## config.mk

```make
export PLATFORM = sky130hd
export DESIGN_NAME = awu_fpu
export DESIGN_NICKNAME = d
export VERILOG_FILES = /design/src/awu_pkg.sv /design/src/awu_fpu.sv
export SDC_FILE = /design/constraint.sdc
export NUM_CORES = 2
export LEC_CHECK = 0
export ABC_AREA = 1
export BUFFER_PORTS_ARGS = -buffer_cell sky130_fd_sc_hd__buf_2
export CORE_AREA = 3 3 250 375
export DETAILED_ROUTE_END_ITERATION = 6
export DIE_AREA = 0 0 253 378
export GPL_TIMING_DRIVEN = 0
export PLACE_DENSITY = 0.78
export SLEW_MARGIN = 40
export SYNTH_ARGS = -nofsm -noshare
export SYNTH_HDL_FRONTEND = slang
export SYNTH_SLANG_ARGS = --single-unit
```

## constraint.sdc

```tcl
create_clock -name clk -period 8.3 [get_ports clk]
set_input_delay 0 -clock clk [delete_from_list [all_inputs] [get_ports clk]]
set_output_delay 0 -clock clk [all_outputs]
set_load 0.01 [all_outputs]
```

## src/awu_pkg.sv

```systemverilog
`timescale 1ns / 1ps

package awu_pkg;

	// sizes
	localparam int MAX_WEIGHTS = 4096;
	localparam int IDX_W       = 12;
	localparam int CNT_W       = 13;

	// register reset values, binary32 bits
	localparam logic [31:0] BETA1_RST  = 32'h3F666666;
	localparam logic [31:0] BETA2_RST  = 32'h3F7FBE77;
	localparam logic [31:0] EPS_RST    = 32'h358637BD;
	localparam logic [31:0] LR_RST     = 32'h3A83126F;
	localparam logic [CNT_W-1:0] WCOUNT_RST = CNT_W'(MAX_WEIGHTS);

	// float constants
	localparam logic [31:0] FP_ONE      = 32'h3F800000;
	localparam logic [31:0] FP_DEF_NAN  = 32'hFFC00000;
	localparam logic [31:0] FP_SQRT_NAN = 32'h7FC00000;
	localparam logic [31:0] FP_QUIET    = 32'h00400000;

	// register indexes on the config port
	localparam logic [2:0] REG_BETA1  = 3'd0;
	localparam logic [2:0] REG_BETA2  = 3'd1;
	localparam logic [2:0] REG_EPS    = 3'd2;
	localparam logic [2:0] REG_LR     = 3'd3;
	localparam logic [2:0] REG_WCOUNT = 3'd4;

	typedef enum logic [2:0] {
		FOP_ADD,
		FOP_SUB,
		FOP_MUL,
		FOP_DIV,
		FOP_SQRT
	} fpu_op_t;

	typedef struct packed {
		logic        start;
		fpu_op_t     op;
		logic [31:0] a;
		logic [31:0] b;
	} fpu_req_t;

	typedef struct packed {
		logic        done;
		logic [31:0] result;
	} fpu_rsp_t;

	typedef enum logic [3:0] {
		F_IDLE,
		F_PRENORM,
		F_EXEC,
		F_ADD,
		F_ITER,
		F_POST,
		F_NORM,
		F_RSHIFT,
		F_ROUND,
		F_DONE
	} fpu_state_t;

	typedef enum logic [2:0] {
		ST_CLEAR,
		ST_IDLE,
		ST_READ,
		ST_ISSUE,
		ST_WAIT,
		ST_WRITE,
		ST_DONE
	} main_state_t;

	typedef enum logic [4:0] {
		S_C1,
		S_T1M,
		S_T2M,
		S_MV,
		S_C2,
		S_GG,
		S_T1V,
		S_T2V,
		S_VV,
		S_C1P,
		S_MHAT,
		S_C2P,
		S_VHAT,
		S_SQRT,
		S_DEN,
		S_Q,
		S_STEP,
		S_NW,
		S_BP1,
		S_BP2
	} step_t;

	typedef struct packed {
		logic             en;
		logic [IDX_W-1:0] addr;
		logic [31:0]      m;
		logic [31:0]      v;
	} mem_wr_t;

endpackage

```

## src/awu_fpu.sv

```systemverilog
`timescale 1ns / 1ps

module awu_fpu import awu_pkg::*; (
	input  logic     clk,
	input  logic     arst_n,
	input  fpu_req_t req,
	output fpu_rsp_t rsp
);

	fpu_state_t         state_q, state_d;
	fpu_op_t            op_q;
	logic               sa_q, sb_q, sr_q, den_q;
	logic signed [9:0]  ea_q, eb_q, er_q;
	logic [23:0]        ma_q, mb_q;
	logic [26:0]        al_q, mant_q;
	logic [25:0]        drem_q;
	logic [27:0]        quo_q, srem_q;
	logic [24:0]        root_q;
	logic [49:0]        rad_q;
	logic [4:0]         cnt_q;
	logic [31:0]        res_q;

	// nan, infinity and zero operands
	function automatic logic [32:0] special_case(fpu_op_t op, logic [31:0] a, logic [31:0] b);
		logic an, bn, ai, bi, az, bz, sbe, sx;
		logic [32:0] r;
		an  = (&a[30:23]) && (|a[22:0]);
		bn  = (&b[30:23]) && (|b[22:0]);
		ai  = (&a[30:23]) && !(|a[22:0]);
		bi  = (&b[30:23]) && !(|b[22:0]);
		az  = (a[30:0] == 31'd0);
		bz  = (b[30:0] == 31'd0);
		sbe = b[31] ^ (op == FOP_SUB);
		sx  = a[31] ^ b[31];
		r   = 33'd0;
		unique case (op)
			FOP_ADD, FOP_SUB: begin
				if (an)            r = {1'b1, a | FP_QUIET};
				else if (bn)       r = {1'b1, b | FP_QUIET};
				else if (ai && bi) r = {1'b1, (a[31] != sbe) ? FP_DEF_NAN : a};
				else if (ai)       r = {1'b1, a};
				else if (bi)       r = {1'b1, sbe, b[30:0]};
				else if (az && bz) r = {1'b1, a[31] & sbe, 31'd0};
				else if (az)       r = {1'b1, sbe, b[30:0]};
				else if (bz)       r = {1'b1, a};
			end
			FOP_MUL: begin
				if (an)                          r = {1'b1, a | FP_QUIET};
				else if (bn)                     r = {1'b1, b | FP_QUIET};
				else if ((ai && bz) || (az && bi)) r = {1'b1, FP_DEF_NAN};
				else if (ai || bi)               r = {1'b1, sx, 8'hFF, 23'd0};
				else if (az || bz)               r = {1'b1, sx, 31'd0};
			end
			FOP_DIV: begin
				if (an)                          r = {1'b1, a | FP_QUIET};
				else if (bn)                     r = {1'b1, b | FP_QUIET};
				else if ((ai && bi) || (az && bz)) r = {1'b1, FP_DEF_NAN};
				else if (ai || bz)               r = {1'b1, sx, 8'hFF, 23'd0};
				else if (bi || az)               r = {1'b1, sx, 31'd0};
			end
			FOP_SQRT: begin
				if (an)         r = {1'b1, a | FP_QUIET};
				else if (az)    r = {1'b1, a};
				else if (a[31]) r = {1'b1, FP_SQRT_NAN};
				else if (ai)    r = {1'b1, a};
			end
			default: r = 33'd0;
		endcase
		return r;
	endfunction

	logic [32:0]       spec;
	logic              swap;
	logic signed [9:0] e_big, e_small, d;
	logic [23:0]       m_big, m_small;
	logic              s_big;
	logic [26:0]       small27, sh27, lostb, al_d;
	logic [27:0]       sum28;
	logic [47:0]       prod;
	logic              d_ok;
	logic [25:0]       d_diff;
	logic [29:0]       s_sh, s_trial, s_diff;
	logic              s_ok;
	logic signed [9:0] sh10;
	logic [26:0]       rs_mant, rs_lost;
	logic              g_bit, st_bit, up;
	logic [24:0]       rsum;
	logic [7:0]        rbase;
	logic [30:0]       rmag;
	logic [24:0]       sq_m;
	logic signed [9:0] sq_e;

	// datapath helpers
	always_comb begin
		spec    = special_case(req.op, req.a, req.b);
		swap    = (eb_q > ea_q) || ((eb_q == ea_q) && (mb_q > ma_q));
		e_big   = swap ? eb_q : ea_q;
		e_small = swap ? ea_q : eb_q;
		m_big   = swap ? mb_q : ma_q;
		m_small = swap ? ma_q : mb_q;
		s_big   = swap ? sb_q : sa_q;
		d       = e_big - e_small;
		small27 = {m_small, 3'b000};
		sh27    = small27 >> d[4:0];
		lostb   = small27 << (5'd27 - d[4:0]);
		if (d >= 10'sd27) al_d = 27'd1;
		else al_d = sh27 | {26'd0, |lostb};
		sum28 = (sa_q ^ sb_q) ? ({1'b0, ma_q, 3'b000} - {1'b0, al_q})
			: ({1'b0, ma_q, 3'b000} + {1'b0, al_q});
		prod   = ma_q * mb_q;
		d_ok   = drem_q >= {2'b00, mb_q};
		d_diff = drem_q - {2'b00, mb_q};
		s_sh    = {srem_q, rad_q[49:48]};
		s_trial = {3'b000, root_q, 2'b01};
		s_ok    = s_sh >= s_trial;
		s_diff  = s_sh - s_trial;
		// sqrt exponent made even
		if (!ea_q[0]) begin
			sq_m = {ma_q, 1'b0};
			sq_e = ((ea_q - 10'sd128) >>> 1) + 10'sd127;
		end else begin
			sq_m = {1'b0, ma_q};
			sq_e = ((ea_q - 10'sd127) >>> 1) + 10'sd127;
		end
		// shift into the subnormal range
		sh10    = 10'sd1 - er_q;
		rs_lost = mant_q << (5'd27 - sh10[4:0]);
		if (sh10 >= 10'sd27) rs_mant = {26'd0, |mant_q};
		else rs_mant = (mant_q >> sh10[4:0]) | {26'd0, |rs_lost};
		// round to nearest even
		g_bit  = mant_q[2];
		st_bit = |mant_q[1:0];
		up     = g_bit && (st_bit || mant_q[3]);
		rsum   = {1'b0, mant_q[26:3]} + {24'd0, up};
		rbase  = den_q ? 8'd0 : 8'(er_q - 10'sd1);
		rmag   = {rbase, 23'd0} + {6'd0, rsum};
	end

	// state register
	always_ff @(posedge clk or negedge arst_n) begin
		if (!arst_n) begin
			state_q <= F_IDLE;
		end else begin
			state_q <= state_d;
		end
	end

	// next state
	always_comb begin
		state_d = state_q;
		unique case (state_q)
			F_IDLE: begin
				if (req.start) state_d = spec[32] ? F_DONE : F_PRENORM;
			end
			F_PRENORM: begin
				if (ma_q[23] && mb_q[23]) state_d = F_EXEC;
			end
			F_EXEC: begin
				unique case (op_q)
					FOP_MUL:          state_d = F_RSHIFT;
					FOP_ADD, FOP_SUB: state_d = F_ADD;
					default:          state_d = F_ITER;
				endcase
			end
			F_ADD: begin
				if (sum28 == 28'd0) state_d = F_DONE;
				else if (sum28[27]) state_d = F_RSHIFT;
				else state_d = F_NORM;
			end
			F_ITER: begin
				if (cnt_q == 5'd1) state_d = F_POST;
			end
			F_POST:   state_d = F_RSHIFT;
			F_NORM: begin
				if (mant_q[26]) state_d = F_RSHIFT;
			end
			F_RSHIFT: state_d = F_ROUND;
			F_ROUND:  state_d = F_DONE;
			F_DONE:   state_d = F_IDLE;
			default:  state_d = F_IDLE;
		endcase
	end

	// operand and result registers
	always_ff @(posedge clk) begin
		unique case (state_q)
			F_IDLE: begin
				if (req.start) begin
					op_q  <= req.op;
					res_q <= spec[31:0];
					sa_q  <= req.a[31];
					sb_q  <= req.b[31] ^ (req.op == FOP_SUB);
					ea_q  <= (req.a[30:23] == 8'd0) ? 10'sd1 : $signed({2'b00, req.a[30:23]});
					ma_q  <= {(req.a[30:23] != 8'd0), req.a[22:0]};
					if (req.op == FOP_SQRT) begin
						eb_q <= 10'sd0;
						mb_q <= 24'h800000;
					end else begin
						eb_q <= (req.b[30:23] == 8'd0) ? 10'sd1
							: $signed({2'b00, req.b[30:23]});
						mb_q <= {(req.b[30:23] != 8'd0), req.b[22:0]};
					end
				end
			end
			F_PRENORM: begin
				// subnormal operands get a leading one
				if (!ma_q[23]) begin
					if (ma_q[23:16] == 8'd0) begin
						ma_q <= ma_q << 8;
						ea_q <= ea_q - 10'sd8;
					end else begin
						ma_q <= ma_q << 1;
						ea_q <= ea_q - 10'sd1;
					end
				end
				if (!mb_q[23]) begin
					if (mb_q[23:16] == 8'd0) begin
						mb_q <= mb_q << 8;
						eb_q <= eb_q - 10'sd8;
					end else begin
						mb_q <= mb_q << 1;
						eb_q <= eb_q - 10'sd1;
					end
				end
			end
			F_EXEC: begin
				unique case (op_q)
					FOP_MUL: begin
						sr_q <= sa_q ^ sb_q;
						if (prod[47]) begin
							mant_q <= {prod[47:22], |prod[21:0]};
							er_q   <= ea_q + eb_q - 10'sd126;
						end else begin
							mant_q <= {prod[46:21], |prod[20:0]};
							er_q   <= ea_q + eb_q - 10'sd127;
						end
					end
					FOP_ADD, FOP_SUB: begin
						// larger magnitude goes to a, smaller one aligned
						ma_q <= m_big;
						ea_q <= e_big;
						sr_q <= s_big;
						al_q <= al_d;
					end
					FOP_DIV: begin
						sr_q   <= sa_q ^ sb_q;
						er_q   <= ea_q - eb_q + 10'sd127;
						drem_q <= {2'b00, ma_q};
						quo_q  <= 28'd0;
						cnt_q  <= 5'd28;
					end
					default: begin
						sr_q   <= 1'b0;
						er_q   <= sq_e;
						rad_q  <= {sq_m, 25'd0};
						srem_q <= 28'd0;
						root_q <= 25'd0;
						cnt_q  <= 5'd25;
					end
				endcase
			end
			F_ADD: begin
				er_q <= ea_q;
				if (sum28 == 28'd0) begin
					res_q <= 32'd0;
				end else if (sum28[27]) begin
					mant_q <= {sum28[27:2], sum28[1] | sum28[0]};
					er_q   <= ea_q + 10'sd1;
				end else begin
					mant_q <= sum28[26:0];
				end
			end
			F_ITER: begin
				cnt_q <= cnt_q - 5'd1;
				if (op_q == FOP_DIV) begin
					// restoring division, one quotient bit
					quo_q  <= {quo_q[26:0], d_ok};
					drem_q <= d_ok ? {d_diff[24:0], 1'b0} : {drem_q[24:0], 1'b0};
				end else begin
					// digit by digit square root, one root bit
					rad_q  <= {rad_q[47:0], 2'b00};
					root_q <= {root_q[23:0], s_ok};
					srem_q <= s_ok ? s_diff[27:0] : s_sh[27:0];
				end
			end
			F_POST: begin
				if (op_q == FOP_DIV) begin
					if (quo_q[27]) begin
						mant_q <= {quo_q[27:2], quo_q[1] | quo_q[0] | (|drem_q)};
					end else begin
						mant_q <= {quo_q[26:1], quo_q[0] | (|drem_q)};
						er_q   <= er_q - 10'sd1;
					end
				end else begin
					mant_q <= {root_q, 1'b0, |srem_q};
				end
			end
			F_NORM: begin
				// cancellation, shift the leading one back up
				if (!mant_q[26]) begin
					if (mant_q[26:19] == 8'd0) begin
						mant_q <= mant_q << 8;
						er_q   <= er_q - 10'sd8;
					end else begin
						mant_q <= mant_q << 1;
						er_q   <= er_q - 10'sd1;
					end
				end
			end
			F_RSHIFT: begin
				den_q <= (er_q < 10'sd1);
				if (er_q < 10'sd1) mant_q <= rs_mant;
			end
			F_ROUND: begin
				if (!den_q && (er_q >= 10'sd255)) res_q <= {sr_q, 8'hFF, 23'd0};
				else res_q <= {sr_q, rmag};
			end
			F_DONE: begin
			end
			default: begin
			end
		endcase
	end

	assign rsp.done   = (state_q == F_DONE);
	assign rsp.result = res_q;

endmodule

```

# --- Word-level counts from Yosys, hierarchy flattened ---
# Index checks and enable logic that the tools add are counted.
word_totals:
  out_inout_bits: 33
  regBits: 337
  inputBits: 70
  word_cells: 295
op_classes:
  n_shift: 4
  order_cmp: 8
  eq_ne: 40
  mul: 1
  bitwise: 10
  mux: 108
  add_sub_neg: 27
  reduce_logical: 74
ops:
  columns: ["cell", "n"]
  rows:
  - ["two-way mux 33 bit", 22]
  - ["two-way mux 27 bit", 10]
  - ["two-way mux 24 bit", 10]
  - ["two-way mux 10 bit", 17]
  - ["two-way mux 28 bit", 6]
  - ["one-hot mux 27 bit (5 select lines)", 1]
  - ["one-hot mux 33 bit (4 select lines)", 1]
  - ["one-hot mux 28 bit (2 select lines)", 2]
  - ["two-way mux 50 bit", 2]
  - ["one-hot mux 50 bit (2 select lines)", 1]
  - ["two-way mux 32 bit", 3]
  - ["one-hot mux 32 bit (3 select lines)", 1]
  - ["OR reduction 27 bit", 3]
  - ["two-way mux 26 bit", 3]
  - ["two-way mux 25 bit", 3]
  - ["one-hot mux 24 bit (3 select lines)", 1]
  - ["zero test 31 bit", 2]
  - ["one-hot mux 10 bit (3 select lines)", 2]
  - ["bitwise OR 27 x 1 -> 27 bit", 2]
  - ["left shift 27 x 5 -> 27 bit", 2]
  - ["right shift 27 x 5 -> 27 bit", 2]
  - ["one-hot mux 26 bit (2 select lines)", 1]
  - ["one-hot mux 25 bit (2 select lines)", 1]
  - ["multiplier 24 x 24 -> 48 bit", 1]
  - ["other kinds (75)", 173]

# --- Depth between registers and ports, before layout ---
logic_depth:
  ltp_word: 13
  ltp_mapped: 40
  depth_no_buf: 38

# --- Worst setup path before layout ---
# No wires, ideal clock.
synth_timing:
  path_kind: "register -> register"
  from: "register ma_q[13]"
  to: "register mant_q[26], data pin"
  stages_incl_launch_ff: 37
  arrival_ps: 6986
  n_path_buf: 4
  path_slack_ps: 1044
  period_less_slack_ps: 7256
  cell_sequence: "edfxtp_1 clkbuf_1 clkbuf_1 nand2_1 fa_1 inv_1 fa_1 inv_1 fa_1 inv_1 fa_1 inv_1 fa_1 inv_1 fa_1 inv_1 fa_1 inv_1 ha_1 a21oi_1 inv_1 a21oi_1 inv_1 a21oi_1 nand2_1 nand2_1 nand3_2 nand2_1 nand2_1 nand2_1 nand2_2 nor2_1 inv_1 buf_2 buf_6 nor2_1 a31oi_1"
synth_via:
  elab_chain_cells: 5
  elab_cells_between_ends: 9
  classes_between: "add/sub: 2; mul: 1; mux: 6"
synth_lines:
  columns: ["element", "line_no", "source"]
  rows:
  - ["from (decl)", "awu_fpu.sv:14", "logic [23:0] ma_q, mb_q;"]
  - ["from (signal assigned)", "awu_fpu.sv:194", "ma_q <= {(req.a[30:23] != 8'd0), req.a[22:0]};"]
  - ["from (signal assigned)", "awu_fpu.sv:209", "ma_q <= ma_q << 8;"]
  - ["from (signal assigned)", "awu_fpu.sv:212", "ma_q <= ma_q << 1;"]
  - ["branches (longest 4 deep; another with multiplier 24 x 24 -> 48 bit)", null, null]
  - ["one-hot mux 27 bit (5 select lines) (*)", "awu_fpu.sv:186", "unique case (state_q)"]
  - ["to (signal assigned)", "awu_fpu.sv:267", "mant_q <= {sum28[27:2], sum28[1] | sum28[0]};"]
  - ["to (signal assigned)", "awu_fpu.sv:270", "mant_q <= sum28[26:0];"]
  - ["to (signal assigned)", "awu_fpu.sv:289", "mant_q <= {quo_q[27:2], quo_q[1] | quo_q[0] | (|drem_q)};"]
  - ["to (decl)", "awu_fpu.sv:15", "logic [26:0] al_q, mant_q;"]
# Every way passes the cells marked *. The select of a mux whose other input is x is not followed.
# A chain may end at the register's enable or synchronous reset.

# --- Final worst setup path ---
layout_timing:
  from: "register ma_q[12]"
  to: "register mant_q[17], data pin"
# The elaborated chain is that of the path after synthesis.

==> results.cfg <==
[outcome]
outcome = finished with violations
violations = DRC

[placed_design]
post-place-cells = 8186
gp_congestion = 1.15
dp_hpwl_mm = 186
portBuffers = 102

[global_route]
grt_max_degree = 31
grt_pass1_wl_mm = 326
first_global_vias = 52000
grt_usage_pct = 46.9
grt_antenna_before_repair = 12
globalRoute.totalOverflow = 0

[sta]
drv_slew = 0
fin_crit_sh_pct = 99.5
slew_headroom_pct = 36.1
rsz0062_at_grt = yes
tightest_slew_ns = 0.955
min_period_ns = 8.25
fmax_mhz = 121
final-hold-violation-count = 0
fin_skew_ns = 0.0319
setup_viol = 0
hold_ws_ns = 0.0145

[die]
num_rows = 135
die_y_um = 378
fp.dieW_um = 253
core-area_um2 = 90500
die_area_um2 = 95600
ios = 103
initial_core_util_pct = 55.0

[setup_path]
cp.required_ns = 8.63
cp.arrival_ns = 8.58
cp-start-kind = flop
endpoint = mant_q[17]
worstSetupStartpoint = ma_q[12]
r2r-end = mant_q[17]
r2r_start = ma_q[12]
r2r_slack_ns = 0.05
cpPeakStageDelay_ns = 0.59
cp_max_fo = 10
slowest_stage = edfxtp_1
crit_top_cell = fa_1
critPathCaptureType = flop
rr_worst_depth = 26
path_class = flop to flop

[finish]
instances_no_fill = 8346
fin_nets = 8099
syn_to_final_growth_pct = 10.0
drive_gt1_share_pct = 7.05

[clock_network]
cts_sinks = 312
clkTransAtPathRegs_ns = 0.07
clockBufferDepth = 3
ctsRootBufferMaster = clkbuf_16
htreeDepth = 2
insertion_delay_ns = 0.60
tritoncts = done
cts_made_buffers = 34

[logic_synthesis]
post_synth.cell_area_avg_um2 = 7.22
yosys-top-cells-area = fa_1 (20%), edfxtp_1 (19%), nand2_1 (11%)
yosys.area.top_type = fa_1
yosysSeqAreaShare_pct = 18.8
synth_cells = 6897
synth-seq-cells = 312
synth_fp_nets = 7840
synth_top_area_share_pct = 19.6
syn_area_um2 = 49800
synth_flop_cell = edfxtp_1
synth_common_cells = nand2_1 (1516), inv_1 (1385), nor2_1 (541)
synth_edf_count = 308
synth-warning-count = 0
yosysUniqueCellTypes = 74
async_flop_share_pct = 1.28
synth_most_common_cell = nand2_1

[drt]
drtIter0Drc = 6046
wirelength_mm = 227
wire_per_inst_um = 27.2
dr_total_vias = 51800
drcViolationCount = 12
viasPerCell = 6.20
ant_nets = 0
first_pass_iters = 7

[flow_run]
cap_violations = 0

[min_path]
hp-class = input port to flop
[metrics by stage]
step | setup slack (ns) | setup TNS [ns] | utilization (%) | cell area [µm²]
after global routing | -0.0799 | -0.619 | 60.5 | 54800
after global placement | -1.87 | -202.66 | 57.1 | 51700
after floorplan | 1.04 | 0 | - | 49800
final | 0.0455 | 0 | 60.5 | 54800
after CTS | 0.00530 | 0 | 60.0 | 54300
after detailed placement | -1.21 | -33.45 | 57.5 | 52100
[cells by family (layout without fill, tap and decap cells)]
kind of cell	after synthesis	after routing	synth area share (%)
mux	8	8	0.161
compound gates	1223	1223	14.1
xor+xnor	152	152	2.67
buf+inv	1718	2002	13.2
fa+ha+maj	873	873	29.3
simple gates	2611	2611	21.7
other cells	0	1	0
flops	312	312	18.8
[layout make-up]
| cell class | count | area, µm² |
|---|---|---|
| antenna | 1 | 2.50 |
| buffer | 306 | 1820 |
| clock buffer | 37 | 862 |
| clock inverter | 24 | 284 |
| fill | 8536 | 35800 |
| inverter | 1410 | 5300 |
| multi-input combinational | 4867 | 34000 |
| sequential | 312 | 9350 |
| tap | 1164 | 1460 |
| timing repair buffer | 225 | 1650 |
[repair_timing]
action / in CTS / in global routing
pin swaps: 1 / 2
buffers inserted: 19 / 18
hold buffers: 62 / 1
resized for setup: 168 / 157
hold endpoints to repair: 75 / 5
setup endpoints to repair: 37 / 37
[layout by cell type, fill, tap and decap left out, types with 33 or more instances in the layout]
master / synthesis / layout
nand2_1: 1516 / 1513
inv_1: 1385 / 1385
nor2_1: 541 / 529
fa_1: 487 / 487
o21ai_0: 461 / 457
ha_1: 386 / 385
a21oi_1: 381 / 379
edfxtp_1: 308 / 308
nand3_1: 299 / 298
buf_2: 25 / 150
clkbuf_1: 225 / 113
xor2_1: 97 / 95
buf_4: 7 / 79
nor3_1: 68 / 66
dlygate4sd3_1: 0 / 63
o22ai_1: 61 / 61
nand4_1: 58 / 58
a31oi_1: 57 / 57
xnor2_1: 55 / 54
o211ai_1: 52 / 52
clkbuf_4: 0 / 50
nor4_1: 43 / 42
clkbuf_16: 0 / 35
o221ai_1: 34 / 33
[worst min-delay path by stage]
stage	from	to	slack, ns	cells past startpoint
final	req[25]	eb_q[2]	0.01	3
after global routing	req[7]	mb_q[7]	0.04	3
after CTS	req[67]	op_q[2]	0.002	3
after detailed placement	arst_n	state_q[2]	-0.17	1
after global placement	arst_n	state_q[2]	-0.17	1
after floorplan	arst_n	state_q[0]	-0.30	0
[critical path: cells and delay by family, from the launching register on]
kind                     cells  cell delay [ns]
adder cells (fa/ha/maj)      8             3.87
flip-flops                   1             0.59
AND/OR/NAND/NOR              5             0.80
buffers and inverters        7             0.95
AO/OA/AOI/OAI                5             1.35
XOR/XNOR                     1             0.40
[metal layers]
layer  vias up  routed length [µm]  GRT usage, %
li1      22500                   -             -
met1     24400               69300          46.0
met2      3438              105000          77.9
met3      1390               22400          11.9
met4        12               29900          49.5
met5         -                  84             0
[sequential cells by signal (all words and copies together) (netlist names), 25 cells and up]
register / cells
drem_q: 26
root_q: 25
res_q: 32
mant_q: 27
quo_q: 28
srem_q: 28
rad_q: 25
al_q: 27
Power is not shown: default switching activity piles up to over one toggle a cycle in this logic, so the estimate is an artifact.
